**src/rtl/cpq_pkg.sv**
```systemverilog
// ----------------------------------------------------------------------------
// cpq_pkg - shared constants and types
// Widths, command and result codes, and the control and status words that
// join the convex polygon controller to its datapath.
// ----------------------------------------------------------------------------
`default_nettype none

package cpq_pkg;

   localparam int MAX_VERTICES = 16;
   localparam int IDX_W        = $clog2(MAX_VERTICES);
   localparam int CNT_W        = $clog2(MAX_VERTICES + 2);
   localparam int LOOP_DEPTH   = MAX_VERTICES + 1;
   localparam int LIDX_W       = $clog2(LOOP_DEPTH);

   localparam int CMD_W   = 3;
   localparam int KIND_W  = 2;
   localparam int VIDX_W  = 4;
   localparam int COORD_W = 16;
   localparam int DIFF_W  = COORD_W + 1;
   localparam int MID_W   = DIFF_W + 2;
   localparam int MUL_W   = MID_W;
   localparam int PROD_W  = 2 * MUL_W;
   localparam int MAG_W   = 2 * DIFF_W;
   localparam int SQ_W    = 2 * MAG_W;
   localparam int WIDE_W  = SQ_W + MAG_W;
   localparam int STEP_W  = $clog2(MAG_W);

   localparam logic [STEP_W-1:0] STEP_LAST = STEP_W'(MAG_W - 1);

   localparam logic [CMD_W-1:0] CMD_CLEAR    = CMD_W'(0);
   localparam logic [CMD_W-1:0] CMD_LOAD     = CMD_W'(1);
   localparam logic [CMD_W-1:0] CMD_BUILD    = CMD_W'(2);
   localparam logic [CMD_W-1:0] CMD_SUPPORT  = CMD_W'(3);
   localparam logic [CMD_W-1:0] CMD_CONTAINS = CMD_W'(4);

   localparam logic [KIND_W-1:0] KIND_ORDER    = KIND_W'(0);
   localparam logic [KIND_W-1:0] KIND_SUPPORT  = KIND_W'(1);
   localparam logic [KIND_W-1:0] KIND_CONTAINS = KIND_W'(2);
   localparam logic [KIND_W-1:0] KIND_ERROR    = KIND_W'(3);

   typedef struct packed {
      logic              latch;
      logic              clear;
      logic              load;
      logic              pt_from_loop;
      logic [IDX_W-1:0]  pt_addr;
      logic [LIDX_W-1:0] lp_addr;
      logic              first;
      logic              min_step;
      logic              build_init;
      logic              step_init;
      logic              cand_diff;
      logic              mul;
      logic              sum;
      logic              take;
      logic              wide_start;
      logic              wide_phase2;
      logic              advance;
      logic              sup_step;
      logic              con_a;
      logic              con_diff;
      logic              con_mid;
      logic              con_check;
      logic              emit;
      logic [KIND_W-1:0] kind;
      logic              emit_last;
   } ctl_type;

   typedef struct packed {
      logic [CMD_W-1:0] cmd;
      logic [CNT_W-1:0] count;
      logic [CNT_W-1:0] loop_len;
      logic             full;
      logic             skip;
      logic             dec_take;
      logic             dec_wide;
      logic             wide_busy;
      logic             wide_take;
      logic             cross_neg;
      logic             out_free;
   } status_type;

endpackage

`default_nettype wire

```
**src/rtl/cpq_controller.sv**
```systemverilog
// ----------------------------------------------------------------------------
// cpq_controller - command sequencer
// Steps each command through the datapath: minimum search, gift-wrap
// candidate scan, support scan, edge tests and result emission.
// ----------------------------------------------------------------------------
`default_nettype none

module cpq_controller (
   input  wire logic                 clock,
   input  wire logic                 reset,
   input  wire logic                 req_valid,
   output logic                      req_stall,
   output cpq_pkg::ctl_type          ctl,
   input  wire cpq_pkg::status_type  sts
);

   localparam int ST_W = 5;
   localparam logic [ST_W-1:0] S_IDLE       = ST_W'(0);
   localparam logic [ST_W-1:0] S_DISPATCH   = ST_W'(1);
   localparam logic [ST_W-1:0] S_ERROR      = ST_W'(2);
   localparam logic [ST_W-1:0] S_MIN_RD     = ST_W'(3);
   localparam logic [ST_W-1:0] S_MIN_CMP    = ST_W'(4);
   localparam logic [ST_W-1:0] S_BUILD_INIT = ST_W'(5);
   localparam logic [ST_W-1:0] S_STEP_INIT  = ST_W'(6);
   localparam logic [ST_W-1:0] S_CAND_RD    = ST_W'(7);
   localparam logic [ST_W-1:0] S_CAND_DIFF  = ST_W'(8);
   localparam logic [ST_W-1:0] S_CAND_MUL   = ST_W'(9);
   localparam logic [ST_W-1:0] S_CAND_SUM   = ST_W'(10);
   localparam logic [ST_W-1:0] S_CAND_DEC   = ST_W'(11);
   localparam logic [ST_W-1:0] S_WIDE1      = ST_W'(12);
   localparam logic [ST_W-1:0] S_WIDE2      = ST_W'(13);
   localparam logic [ST_W-1:0] S_STEP_END   = ST_W'(14);
   localparam logic [ST_W-1:0] S_OUT_RD     = ST_W'(15);
   localparam logic [ST_W-1:0] S_OUT_EMIT   = ST_W'(16);
   localparam logic [ST_W-1:0] S_SUP_RD     = ST_W'(17);
   localparam logic [ST_W-1:0] S_SUP_MUL    = ST_W'(18);
   localparam logic [ST_W-1:0] S_SUP_SUM    = ST_W'(19);
   localparam logic [ST_W-1:0] S_SUP_CMP    = ST_W'(20);
   localparam logic [ST_W-1:0] S_SUP_EMIT   = ST_W'(21);
   localparam logic [ST_W-1:0] S_CON_LA     = ST_W'(22);
   localparam logic [ST_W-1:0] S_CON_LB     = ST_W'(23);
   localparam logic [ST_W-1:0] S_CON_PB     = ST_W'(24);
   localparam logic [ST_W-1:0] S_CON_DIFF   = ST_W'(25);
   localparam logic [ST_W-1:0] S_CON_MID    = ST_W'(26);
   localparam logic [ST_W-1:0] S_CON_MUL    = ST_W'(27);
   localparam logic [ST_W-1:0] S_CON_SUM    = ST_W'(28);
   localparam logic [ST_W-1:0] S_CON_CHK    = ST_W'(29);
   localparam logic [ST_W-1:0] S_CON_EMIT   = ST_W'(30);

   localparam int CNT_W = cpq_pkg::CNT_W;

   logic [ST_W-1:0]  st_ff, st_in;
   logic [CNT_W-1:0] j_ff, j_in, i_ff, i_in;
   logic [CNT_W-1:0] j_inc, i_inc;

   assign j_inc = j_ff + 1'b1;
   assign i_inc = i_ff + 1'b1;

   always_comb begin
      st_in       = st_ff;
      j_in        = j_ff;
      i_in        = i_ff;
      ctl         = '0;
      ctl.pt_addr = cpq_pkg::IDX_W'(j_ff);
      ctl.lp_addr = cpq_pkg::LIDX_W'(j_ff);
      req_stall   = (st_ff != S_IDLE);

      unique case (st_ff)
         S_IDLE: begin
            if (req_valid) begin
               ctl.latch = 1'b1;
               st_in     = S_DISPATCH;
            end
         end
         S_DISPATCH: begin
            j_in = '0;
            i_in = '0;
            priority if (sts.cmd == cpq_pkg::CMD_CLEAR) begin
               ctl.clear = 1'b1;
               st_in     = S_IDLE;
            end else if (sts.cmd == cpq_pkg::CMD_LOAD) begin
               if (sts.full) begin
                  st_in = S_ERROR;
               end else begin
                  ctl.load = 1'b1;
                  st_in    = S_IDLE;
               end
            end else if (sts.cmd == cpq_pkg::CMD_BUILD) begin
               st_in = (sts.count < CNT_W'(2)) ? S_ERROR : S_MIN_RD;
            end else if (sts.cmd == cpq_pkg::CMD_SUPPORT) begin
               st_in = (sts.count == '0) ? S_ERROR : S_SUP_RD;
            end else if (sts.cmd == cpq_pkg::CMD_CONTAINS) begin
               st_in = (sts.loop_len == '0) ? S_ERROR : S_CON_LA;
            end else begin
               st_in = S_ERROR;
            end
         end
         S_ERROR: begin
            if (sts.out_free) begin
               ctl.emit      = 1'b1;
               ctl.kind      = cpq_pkg::KIND_ERROR;
               ctl.emit_last = 1'b1;
               st_in         = S_IDLE;
            end
         end
         S_MIN_RD: begin
            st_in = S_MIN_CMP;
         end
         S_MIN_CMP: begin
            ctl.min_step = 1'b1;
            ctl.first    = (j_ff == '0);
            j_in         = j_inc;
            st_in        = (j_inc == sts.count) ? S_BUILD_INIT : S_MIN_RD;
         end
         S_BUILD_INIT: begin
            ctl.build_init = 1'b1;
            i_in           = '0;
            st_in          = S_STEP_INIT;
         end
         S_STEP_INIT: begin
            ctl.step_init = 1'b1;
            j_in          = '0;
            st_in         = S_CAND_RD;
         end
         S_CAND_RD: begin
            priority if (j_ff == sts.count) begin
               st_in = S_STEP_END;
            end else if (sts.skip) begin
               j_in = j_inc;
            end else begin
               st_in = S_CAND_DIFF;
            end
         end
         S_CAND_DIFF: begin
            ctl.cand_diff = 1'b1;
            st_in         = S_CAND_MUL;
         end
         S_CAND_MUL: begin
            ctl.mul = 1'b1;
            st_in   = S_CAND_SUM;
         end
         S_CAND_SUM: begin
            ctl.sum = 1'b1;
            st_in   = S_CAND_DEC;
         end
         S_CAND_DEC: begin
            priority if (sts.dec_take) begin
               ctl.take = 1'b1;
               j_in     = j_inc;
               st_in    = S_CAND_RD;
            end else if (sts.dec_wide) begin
               ctl.wide_start = 1'b1;
               st_in          = S_WIDE1;
            end else begin
               j_in  = j_inc;
               st_in = S_CAND_RD;
            end
         end
         S_WIDE1: begin
            if (!sts.wide_busy) begin
               ctl.wide_start  = 1'b1;
               ctl.wide_phase2 = 1'b1;
               st_in           = S_WIDE2;
            end
         end
         S_WIDE2: begin
            ctl.wide_phase2 = 1'b1;
            if (!sts.wide_busy) begin
               ctl.take = sts.wide_take;
               j_in     = j_inc;
               st_in    = S_CAND_RD;
            end
         end
         S_STEP_END: begin
            ctl.advance = 1'b1;
            i_in        = i_inc;
            j_in        = '0;
            st_in       = (i_inc == sts.count) ? S_OUT_RD : S_STEP_INIT;
         end
         S_OUT_RD: begin
            st_in = S_OUT_EMIT;
         end
         S_OUT_EMIT: begin
            if (sts.out_free) begin
               ctl.emit      = 1'b1;
               ctl.kind      = cpq_pkg::KIND_ORDER;
               ctl.emit_last = (j_inc == sts.loop_len);
               j_in          = j_inc;
               st_in         = (j_inc == sts.loop_len) ? S_IDLE : S_OUT_RD;
            end
         end
         S_SUP_RD: begin
            st_in = S_SUP_MUL;
         end
         S_SUP_MUL: begin
            ctl.mul = 1'b1;
            st_in   = S_SUP_SUM;
         end
         S_SUP_SUM: begin
            ctl.sum = 1'b1;
            st_in   = S_SUP_CMP;
         end
         S_SUP_CMP: begin
            ctl.sup_step = 1'b1;
            ctl.first    = (j_ff == '0);
            j_in         = j_inc;
            st_in        = (j_inc == sts.count) ? S_SUP_EMIT : S_SUP_RD;
         end
         S_SUP_EMIT: begin
            if (sts.out_free) begin
               ctl.emit      = 1'b1;
               ctl.kind      = cpq_pkg::KIND_SUPPORT;
               ctl.emit_last = 1'b1;
               st_in         = S_IDLE;
            end
         end
         S_CON_LA: begin
            ctl.lp_addr = cpq_pkg::LIDX_W'(i_ff);
            st_in       = (i_inc >= sts.loop_len) ? S_CON_EMIT : S_CON_LB;
         end
         S_CON_LB: begin
            ctl.lp_addr      = cpq_pkg::LIDX_W'(i_inc);
            ctl.pt_from_loop = 1'b1;
            st_in            = S_CON_PB;
         end
         S_CON_PB: begin
            ctl.lp_addr      = cpq_pkg::LIDX_W'(i_inc);
            ctl.pt_from_loop = 1'b1;
            ctl.con_a        = 1'b1;
            st_in            = S_CON_DIFF;
         end
         S_CON_DIFF: begin
            ctl.con_diff = 1'b1;
            st_in        = S_CON_MID;
         end
         S_CON_MID: begin
            ctl.con_mid = 1'b1;
            st_in       = S_CON_MUL;
         end
         S_CON_MUL: begin
            ctl.mul = 1'b1;
            st_in   = S_CON_SUM;
         end
         S_CON_SUM: begin
            ctl.sum = 1'b1;
            st_in   = S_CON_CHK;
         end
         S_CON_CHK: begin
            ctl.con_check = 1'b1;
            i_in          = i_inc;
            st_in         = sts.cross_neg ? S_CON_EMIT : S_CON_LA;
         end
         S_CON_EMIT: begin
            if (sts.out_free) begin
               ctl.emit      = 1'b1;
               ctl.kind      = cpq_pkg::KIND_CONTAINS;
               ctl.emit_last = 1'b1;
               st_in         = S_IDLE;
            end
         end
         default: begin
            st_in = S_IDLE;
         end
      endcase
   end

   always_ff @(posedge clock) begin
      if (reset) begin
         st_ff <= S_IDLE;
      end else begin
         st_ff <= st_in;
      end
      j_ff <= j_in;
      i_ff <= i_in;
   end

endmodule

`default_nettype wire

```
**config.mk**
```make
export PLATFORM = sky130hd
export DESIGN_NAME = cpq_controller
export DESIGN_NICKNAME = d
export VERILOG_FILES = /design/src/rtl/cpq_pkg.sv /design/src/rtl/cpq_controller.sv
export SDC_FILE = /design/constraint.sdc
export NUM_CORES = 1
export LEC_CHECK = 0
export BUFFER_PORTS_ARGS = -buffer_cell sky130_fd_sc_hd__clkbuf_2
export CORE_ASPECT_RATIO = 1.5
export CORE_MARGIN = 1.5
export CORE_UTILIZATION = 47
export DETAILED_ROUTE_END_ITERATION = 6
export PLACE_DENSITY_LB_ADDON = 0.12
export SLEW_MARGIN = 30
export SYNTH_ARGS = -nofsm -noshare
export SYNTH_HDL_FRONTEND = slang
export SYNTH_SLANG_ARGS = --single-unit
```
**constraint.sdc**
```tcl
create_clock -name clock -period 3.1 [get_ports clock]
set_input_delay 0.31 -clock clock [delete_from_list [all_inputs] [get_ports clock]]
set_output_delay 0.31 -clock clock [all_outputs]
set_load 0.01 [all_outputs]
```
# --- Word-level counts from Yosys, hierarchy flattened ---
# Index checks and enable logic that the tools add are counted.
word_totals:
  wordCells: 140
  input_bits: 24
  regBits: 15
  output_inout_bits: 34
op_classes:
  magnitude_cmp: 2
  n_eq_ne: 47
  muxes: 68
  n_addsub: 2
  reduce_logical: 18
ops:
  columns: ["op", "n"]
  rows:
  - ["$pmux 5 s29", 1]
  - ["$mux 5", 21]
  - ["$eq 5x5->1 const B", 15]
  - ["$eq 5x4->1 const B", 8]
  - ["$mux 4", 9]
  - ["$pmux 5 s6", 1]
  - ["$mux 1", 25]
  - ["$eq 5x3->1 const B", 4]
  - ["$eq 5x5->1", 4]
  - ["$logic_not 5->1", 4]
  - ["$pmux 5 s2", 2]
  - ["$pmux 4 s4", 1]
  - ["$ne 2x2->1 const B", 6]
  - ["$reduce_and 6->1", 2]
  - ["$reduce_or 3->1", 4]
  - ["$add 5x1->5 const B", 2]
  - ["$eq 5x2->1 const B", 2]
  - ["$reduce_or 2->1", 4]
  - ["$eq 3x2->1 const B", 2]
  - ["$mux 2", 3]
  - ["$mux 3", 2]
  - ["$ne 3x3->1 const B", 2]
  - ["$pmux 1 s2", 3]
  - ["$reduce_bool 6->1", 1]
  - ["9 further kinds", 9]

# --- Depth between registers and ports, before layout ---
# Gate-level depths: netlist (run 1).
logic_depth:
  depth_word: 8
  depth_mapped: 10
  ltp_nobuf: 10

# --- Worst setup path before layout (run 1) ---
# Ideal clock, no wire load.
synth_timing:
  path_kind: "flip-flop to flip-flop"
  start: "register i_ff[0]"
  end: "register st_ff[3]"
  period_less_slack_ps: 2206
  n_path_buf: 0
  stages_incl_launch_ff: 10
  path_slack_ps: 894
  setup_time_ps: 120
  required_ps: 2980
  arrival_time_ps: 2085
  path_cell_list: "edfxtp_1 > ha_1 > nand3_1 > xor2_1 > inv_1 > ha_1 > a21o_1 > o21ba_2 > nor4_1 > o2bb2ai_1"
synth_between:
  elab_chain_len: 4
  elab_cells_between_ends: 6
  cone_classes: "1 x add/sub; 1 x order compare; 1 x eq/ne; 3 x mux"
synth_lines:
  columns: ["item", "line_no", "rtl"]
  rows:
  - ["from (decl)", "cpq_controller.sv:53", "logic [CNT_W-1:0] j_ff, j_in, i_ff, i_in;"]
  - ["from (signal assigned)", "cpq_controller.sv:274", "i_ff <= i_in;"]
  - ["$add 5x1->5 *", "cpq_controller.sv:57", "assign i_inc = i_ff + 1'b1;"]
  - ["named net i_inc[4]", "cpq_controller.sv:54", "logic [CNT_W-1:0] j_inc, i_inc;"]
  - ["$ge 5x5->1 or $eq 5x5->1 (tied branches)", "cpq_controller.sv:219, cpq_controller.sv:178", null]
  - ["$mux 4, on equally long branches", "cpq_controller.sv:219, cpq_controller.sv:178", null]
  - ["$pmux 5 s29 *", "cpq_controller.sv:68", "unique case (st_ff)"]
  - ["to (signal assigned)", "cpq_controller.sv:271", "st_ff <= st_in;"]
  - ["to (decl)", "cpq_controller.sv:52", "logic [ST_W-1:0] st_ff, st_in;"]
# The timed path passes the listed nets; every way through them passes the cells marked *.
# A chain may end at the register's enable or synchronous reset.

==> metrics.cfg, run 1 <==
[sta]
period_minus_slack_ns = 2.88
skew_ns = 0.00196
rsz0062_at_grt = false
drv_slew = 0
setup_tns_ns = 0
max_slew.worst_pin.slew_ns = 0.648
setup_viol = 0
finalCritPeriodShare = 0.931
fmax_ghz = 0.347
hold_viol_final = 0
slew_headroom = 0.566
fin_ws_ns = 0.215

[grt]
track_usage = 0.276
grt_pass1_vias = 2294
grt_antenna_before_repair = 0
grt_max_degree = 20
grt_overflow_total = 0
grt_pass1_wl_um = 11000

[logic_synthesis]
ys_seq_elements = 15
yosysUniqueCellTypes = 60
synth_area_sq_mm = 0.00220
synthArstFlopShare = 0
synth_edf_count = 10
yosysWarningCount = 0
synthesis.nets = 331
syn_avg_cell_area_sq_um = 7.36
yosysSeqAreaShare = 0.182
synthCells = 299
synthFlopType = edfxtp_1

[place]
port_buffers = 57
pre_cts_ws_ns = 0.407
gp_congestion = 0.978
place_area_sq_mm = 0.00246
dpl.hpwl_um = 5400

[routing]
drc_errors = 0
vias_per_cell = 6.16
wl_per_cell_um = 17.5
drtIter0Drc = 185
route.final.wire_length_um = 6850
dr.pass1.iters = 5
drtAntennaViolNets = 0
vias = 2413

[finish]
drive_gt1_frac = 0.227
final_util = 0.558
insertedDiodeCount = 0
layout.cells.most_common = clkbuf_2
final_area_sq_mm = 0.00251
final_cell_mix = 57 x clkbuf_2, 35 x nor2_1, 25 x nand2_1
area_growth_pct = 14.1
fin_nets = 377

[hold_path]
hold_class = primary input to flip-flop

[floorplanning]
fp.dieH_um = 86.8
die_x_um = 58.9
rows = 30
io_pins = 58
core-area_sq_mm = 0.00450
die_area_sq_mm = 0.00511
start_util = 0.489

[clock_network]
clock_latency_ns = 0.25
clkSinkCount = 15
hold_buffers = 0
cts_max_path_buffers = 2
cts_buffers = 3
cts_root_buf = clkbuf_8
tritoncts = yes
path_clk_slew_ns = 0.07
h-tree-depth = 1

[worst_setup_path]
cp_top_family = simple AND/OR/NAND/NOR gates
cp_common_cell = a21boi_0
critPathKind = flip-flop to primary output
crit_fanout = 16
slowest_delay_ns = 0.51
crit_buf_inv = 1
path_cells = nor2b_1 -> nand2_1 -> nor3_1 -> a31oi_1 -> a21boi_0 -> a21boi_0 -> clkbuf_2
slowest_stage = dfxtp_2
worstSetupStartpointType = flip-flop
arrival_ns = 2.57
end_kind = primary output
critPathRequiredTime_ns = 2.79

[pwr]
leakagePower_nw = 1.07
p_per_area_mw_per_mm2 = 784
p_total_w = 0.00197
ir_worst_vdd_mv = 0.339

[job]
max_cap_violations = 0

[run_status]
status = completed

[per-stage QoR]
stage / hold slack [ns] / cells
2_1_floorplan: 0.379 / 299
3_3_place_gp: 0.509 / 388
3_5_place_dp: 0.515 / 388
4_1_cts: 0.244 / 392
5_1_grt: 0.272 / 392
6_report: 0.248 / 392
[cell usage after synthesis (all sizes together) (4+ instances only)]
| cell type | n | share of area |
|---|---|---|
| o2bb2ai | 4 | 0.016 |
| nand2 | 25 | 0.043 |
| nor2b | 6 | 0.017 |
| a31oi | 6 | 0.017 |
| inv | 17 | 0.029 |
| o21ai | 16 | 0.036 |
| o22ai | 5 | 0.014 |
| a21boi | 4 | 0.014 |
| nor3 | 15 | 0.034 |
| nand2b | 6 | 0.017 |
| and2 | 4 | 0.011 |
| nand3 | 11 | 0.025 |
| nor2 | 35 | 0.060 |
| xor2 | 9 | 0.036 |
| edfxtp | 10 | 0.14 |
| ha | 8 | 0.045 |
| clkbuf | 5 | 0.0085 |
| and3 | 4 | 0.011 |
| a221o | 4 | 0.018 |
| dfxtp | 5 | 0.045 |
| xnor2 | 14 | 0.073 |
| a22oi | 4 | 0.014 |
| a21oi | 11 | 0.025 |
| buf | 19 | 0.056 |
[path summary, 6_finish.rpt]
path | cells after the start | start | slack, ns | endpoint
setup / recovery | 7 | st_ff[1]$_SDFFE_PP0P_ | 0.22 | ctl[0]
hold / removal | 2 | reset | 0.25 | st_ff[4]$_SDFFE_PP0P_
setup reg to reg | 6 | st_ff[2]$_SDFFE_PP0P_ | 0.58 | j_ff[4]$_SDFFCE_PN0P_
hold reg to reg | 1 | st_ff[1]$_SDFFE_PP0P_ | 0.62 | st_ff[1]$_SDFFE_PP0P_
[cell families (layout without fill, tap and decap cells)]
family,count (synthesis),after routing,share of synthesized area
AOI/OAI and AO/OA,84,84,0.273
xor gates and xnor gates,23,23,0.109
adders and majority gates,8,8,0.0455
buffers and inverters,41,86,0.0938
DFF,15,15,0.182
and+or+nand+nor,128,128,0.298
[cell type report]
cell class                 instances  area (sq um)
fill                             469          1990
clock inverter                     1          5.00
timing repair buffer              65           345
multi-input combinational        243          1600
tap                               48          60.1
sequential                        15           402
inverter                          17          63.8
clock buffer                       3          41.3
[power by group]
group	total [W]	internal, W	leakage [nW]	switching, W
logic	0.00127	0.000547	0.905	0.000727
clock network	0.000164	0.0000890	0.0255	0.0000750
registers	0.000532	0.000328	0.137	0.000204
total	0.00197	0.000965	1.07	0.00101
[layer usage]
metal	track usage	share of wire
met5	0	0
met1	0.338	0.41
met3	0.0194	0.059
met2	0.484	0.50
met4	0.116	0.033
[sequential cells by signal, indices dropped and copies added (netlist names)]
signal / count
i_ff: 5
j_ff: 5
st_ff: 5
[repair_timing]
item / in CTS / in global routing
resized for setup: 0 / 1
setup buffers: 0 / 0
setup endpoints to repair: 0 / 1
Note: power is estimated with default switching activity, not from simulation.
==> inputs of run 2 (changes only) <==
Settings changed: CELL_PAD_IN_SITES_DETAIL_PLACEMENT from default to 0, CELL_PAD_IN_SITES_GLOBAL_PLACEMENT from default to 1, CORE_ASPECT_RATIO 1.5 to 2, CORE_UTILIZATION 47 to 38.
==> run 2 against run 1 <==
Final cell count up 4.8%. Worst setup slack better by 0.050 ns. Die area grew 23%. Total power grew 8.6%. First-iteration DRC count is 32% lower. Largest cell class unchanged. Core utilization decreased by 9.7 points. Hold slack worse by 0.0094 ns.
==> metrics.cfg, run 2 (synthesized netlist as in run 1, its figures left out) <==
[pwr]
ir_worst_vdd_mv = 0.564
leakagePower_nw = 1.11
p_per_area_mw_per_mm2 = 821
p_int_w = 0.00108
clkPwrFrac = 0.122
switching_share = 0.498
seq_power_share = 0.246
pwr-share-comb = 0.633
power.switching_w = 0.00106

[worst_setup_path]
path_cells = nor3_1 -> and2_1 -> o21ai_1 -> inv_1 -> a221o_1 -> clkbuf_2
slowest_stage = dfxtp_1
crit_fanout = 14
worstSetupStartpointType = flip-flop
critPathKind = flip-flop to primary output
slowest_delay_ns = 0.64
end_kind = primary output
critPathRequiredTime_ns = 2.79
arrival_ns = 2.52

[place]
port_buffers = 57
gp_congestion = 0.924
dpl.hpwl_um = 6330

[routing]
route.final.wire_length_um = 7830
drtIter0Drc = 126
drc_errors = 0
vias_per_cell = 5.93
drtAntennaViolNets = 0
wl_per_cell_um = 19.0
dr.pass1.iters = 5
vias = 2437

[finish]
fin_nets = 383
layout.cells.most_common = clkbuf_2
area_growth_pct = 18.4
insertedDiodeCount = 0
largestRegisters = i_ff: 5 flops, j_ff: 5 flops, st_ff: 5 flops
final_cell_mix = 57 x clkbuf_2, 35 x nor2_1, 25 x nand2_1
final_util = 0.460
drive_gt1_frac = 0.237

[floorplanning]
die_area_sq_mm = 0.00629
start_util = 0.389
die_x_um = 56.8
core-area_sq_mm = 0.00566
fp.dieH_um = 111
rows = 39
io_pins = 58

[sta]
setup_viol = 0
setup_tns_ns = 0
fmax_ghz = 0.353
max_slew.worst_pin.slew_ns = 0.671
whs_ns = 0.239
drv_slew = 0
rsz0062_at_grt = false
slew_headroom = 0.551
finalCritPeriodShare = 0.914
period_minus_slack_ns = 2.83
hold_viol_final = 0
skew_ns = 0.00859

[job]
max_cap_violations = 0

[grt]
grt_pass1_wl_um = 12200
grt_overflow_total = 0
track_usage = 0.253
grt_antenna_before_repair = 0
grt_max_degree = 16
grt_pass1_vias = 2432

[run_status]
status = completed

[clock_network]
hold_buffers = 0
cts_buffers = 3
clock_latency_ns = 0.26
cts-resized-gates = 0
clkSinkCount = 15
cts_max_path_buffers = 2
cts_root_buf = clkbuf_16
h-tree-depth = 1
path_clk_slew_ns = 0.05
cts_setup_buffers = 0
tritoncts = yes

[hold_path]
hold_class = primary input to flip-flop

[run 2: per-layer routing]
| metal | share of wire | global-route usage | vias up |
|---|---|---|---|
| li1 | - | - | 1185 |
| met2 | 0.54 | 0.458 | 105 |
| met5 | 0 | 0 | - |
| met4 | 0.062 | 0.183 | 0 |
| met3 | 0.042 | 0.0187 | 28 |
| met1 | 0.35 | 0.261 | 1119 |
[run 2: critical path: cells and delay by family (launching register included)]
family          cells  cell delay [ns]
compound gates      2             0.88
buf+inv             2             0.32
simple gates        2             0.43
flops               1             0.64
[run 2: cell type report]
class	instances	area [sq um]
Clock buffer	3	75.1
Clock inverter	1	5.00
Fill cell	612	3050
Inverter	17	63.8
Multi-Input combinational cell	243	1600
Sequential cell	15	400
Tap cell	61	76.3
Timing Repair Buffer	71	390
[run 2: final timing paths]
check	from	endpoint	slack (ns)	depth (start not counted)
worst max register to register	st_ff[1]$_SDFFE_PP0P_	j_ff[3]$_SDFFCE_PN0P_	0.53	6
worst max-delay path	st_ff[1]$_SDFFE_PP0P_	ctl[21]	0.27	6
worst min register to register	st_ff[2]$_SDFFE_PP0P_	st_ff[2]$_SDFFE_PP0P_	0.63	1
worst min-delay path	reset	st_ff[4]$_SDFFE_PP0P_	0.24	2
[run 2: power groups by stage]
stage	sequential, W	clock, W	combinational (W)
floorplan	0.000381	0	0.00110
global placement	0.000526	0	0.00135
detailed placement	0.000528	0	0.00134
CTS	0.000525	0.000266	0.00135
global route	0.000541	0.000270	0.00147
finish	0.000526	0.000260	0.00135
[run 2: metrics by stage]
step | area, sq um | instances | worst slack [ns] | total power (W)
3_5_place_dp | 2530 | 407 | 0.559 | 0.00187
5_1_grt | 2610 | 411 | 0.0361 | 0.00229
6_report | 2610 | 411 | 0.265 | 0.00214
2_1_floorplan | 2200 | 299 | 0.894 | 0.00148
4_1_cts | 2610 | 411 | 0.271 | 0.00214
3_3_place_gp | 2530 | 407 | 0.529 | 0.00187
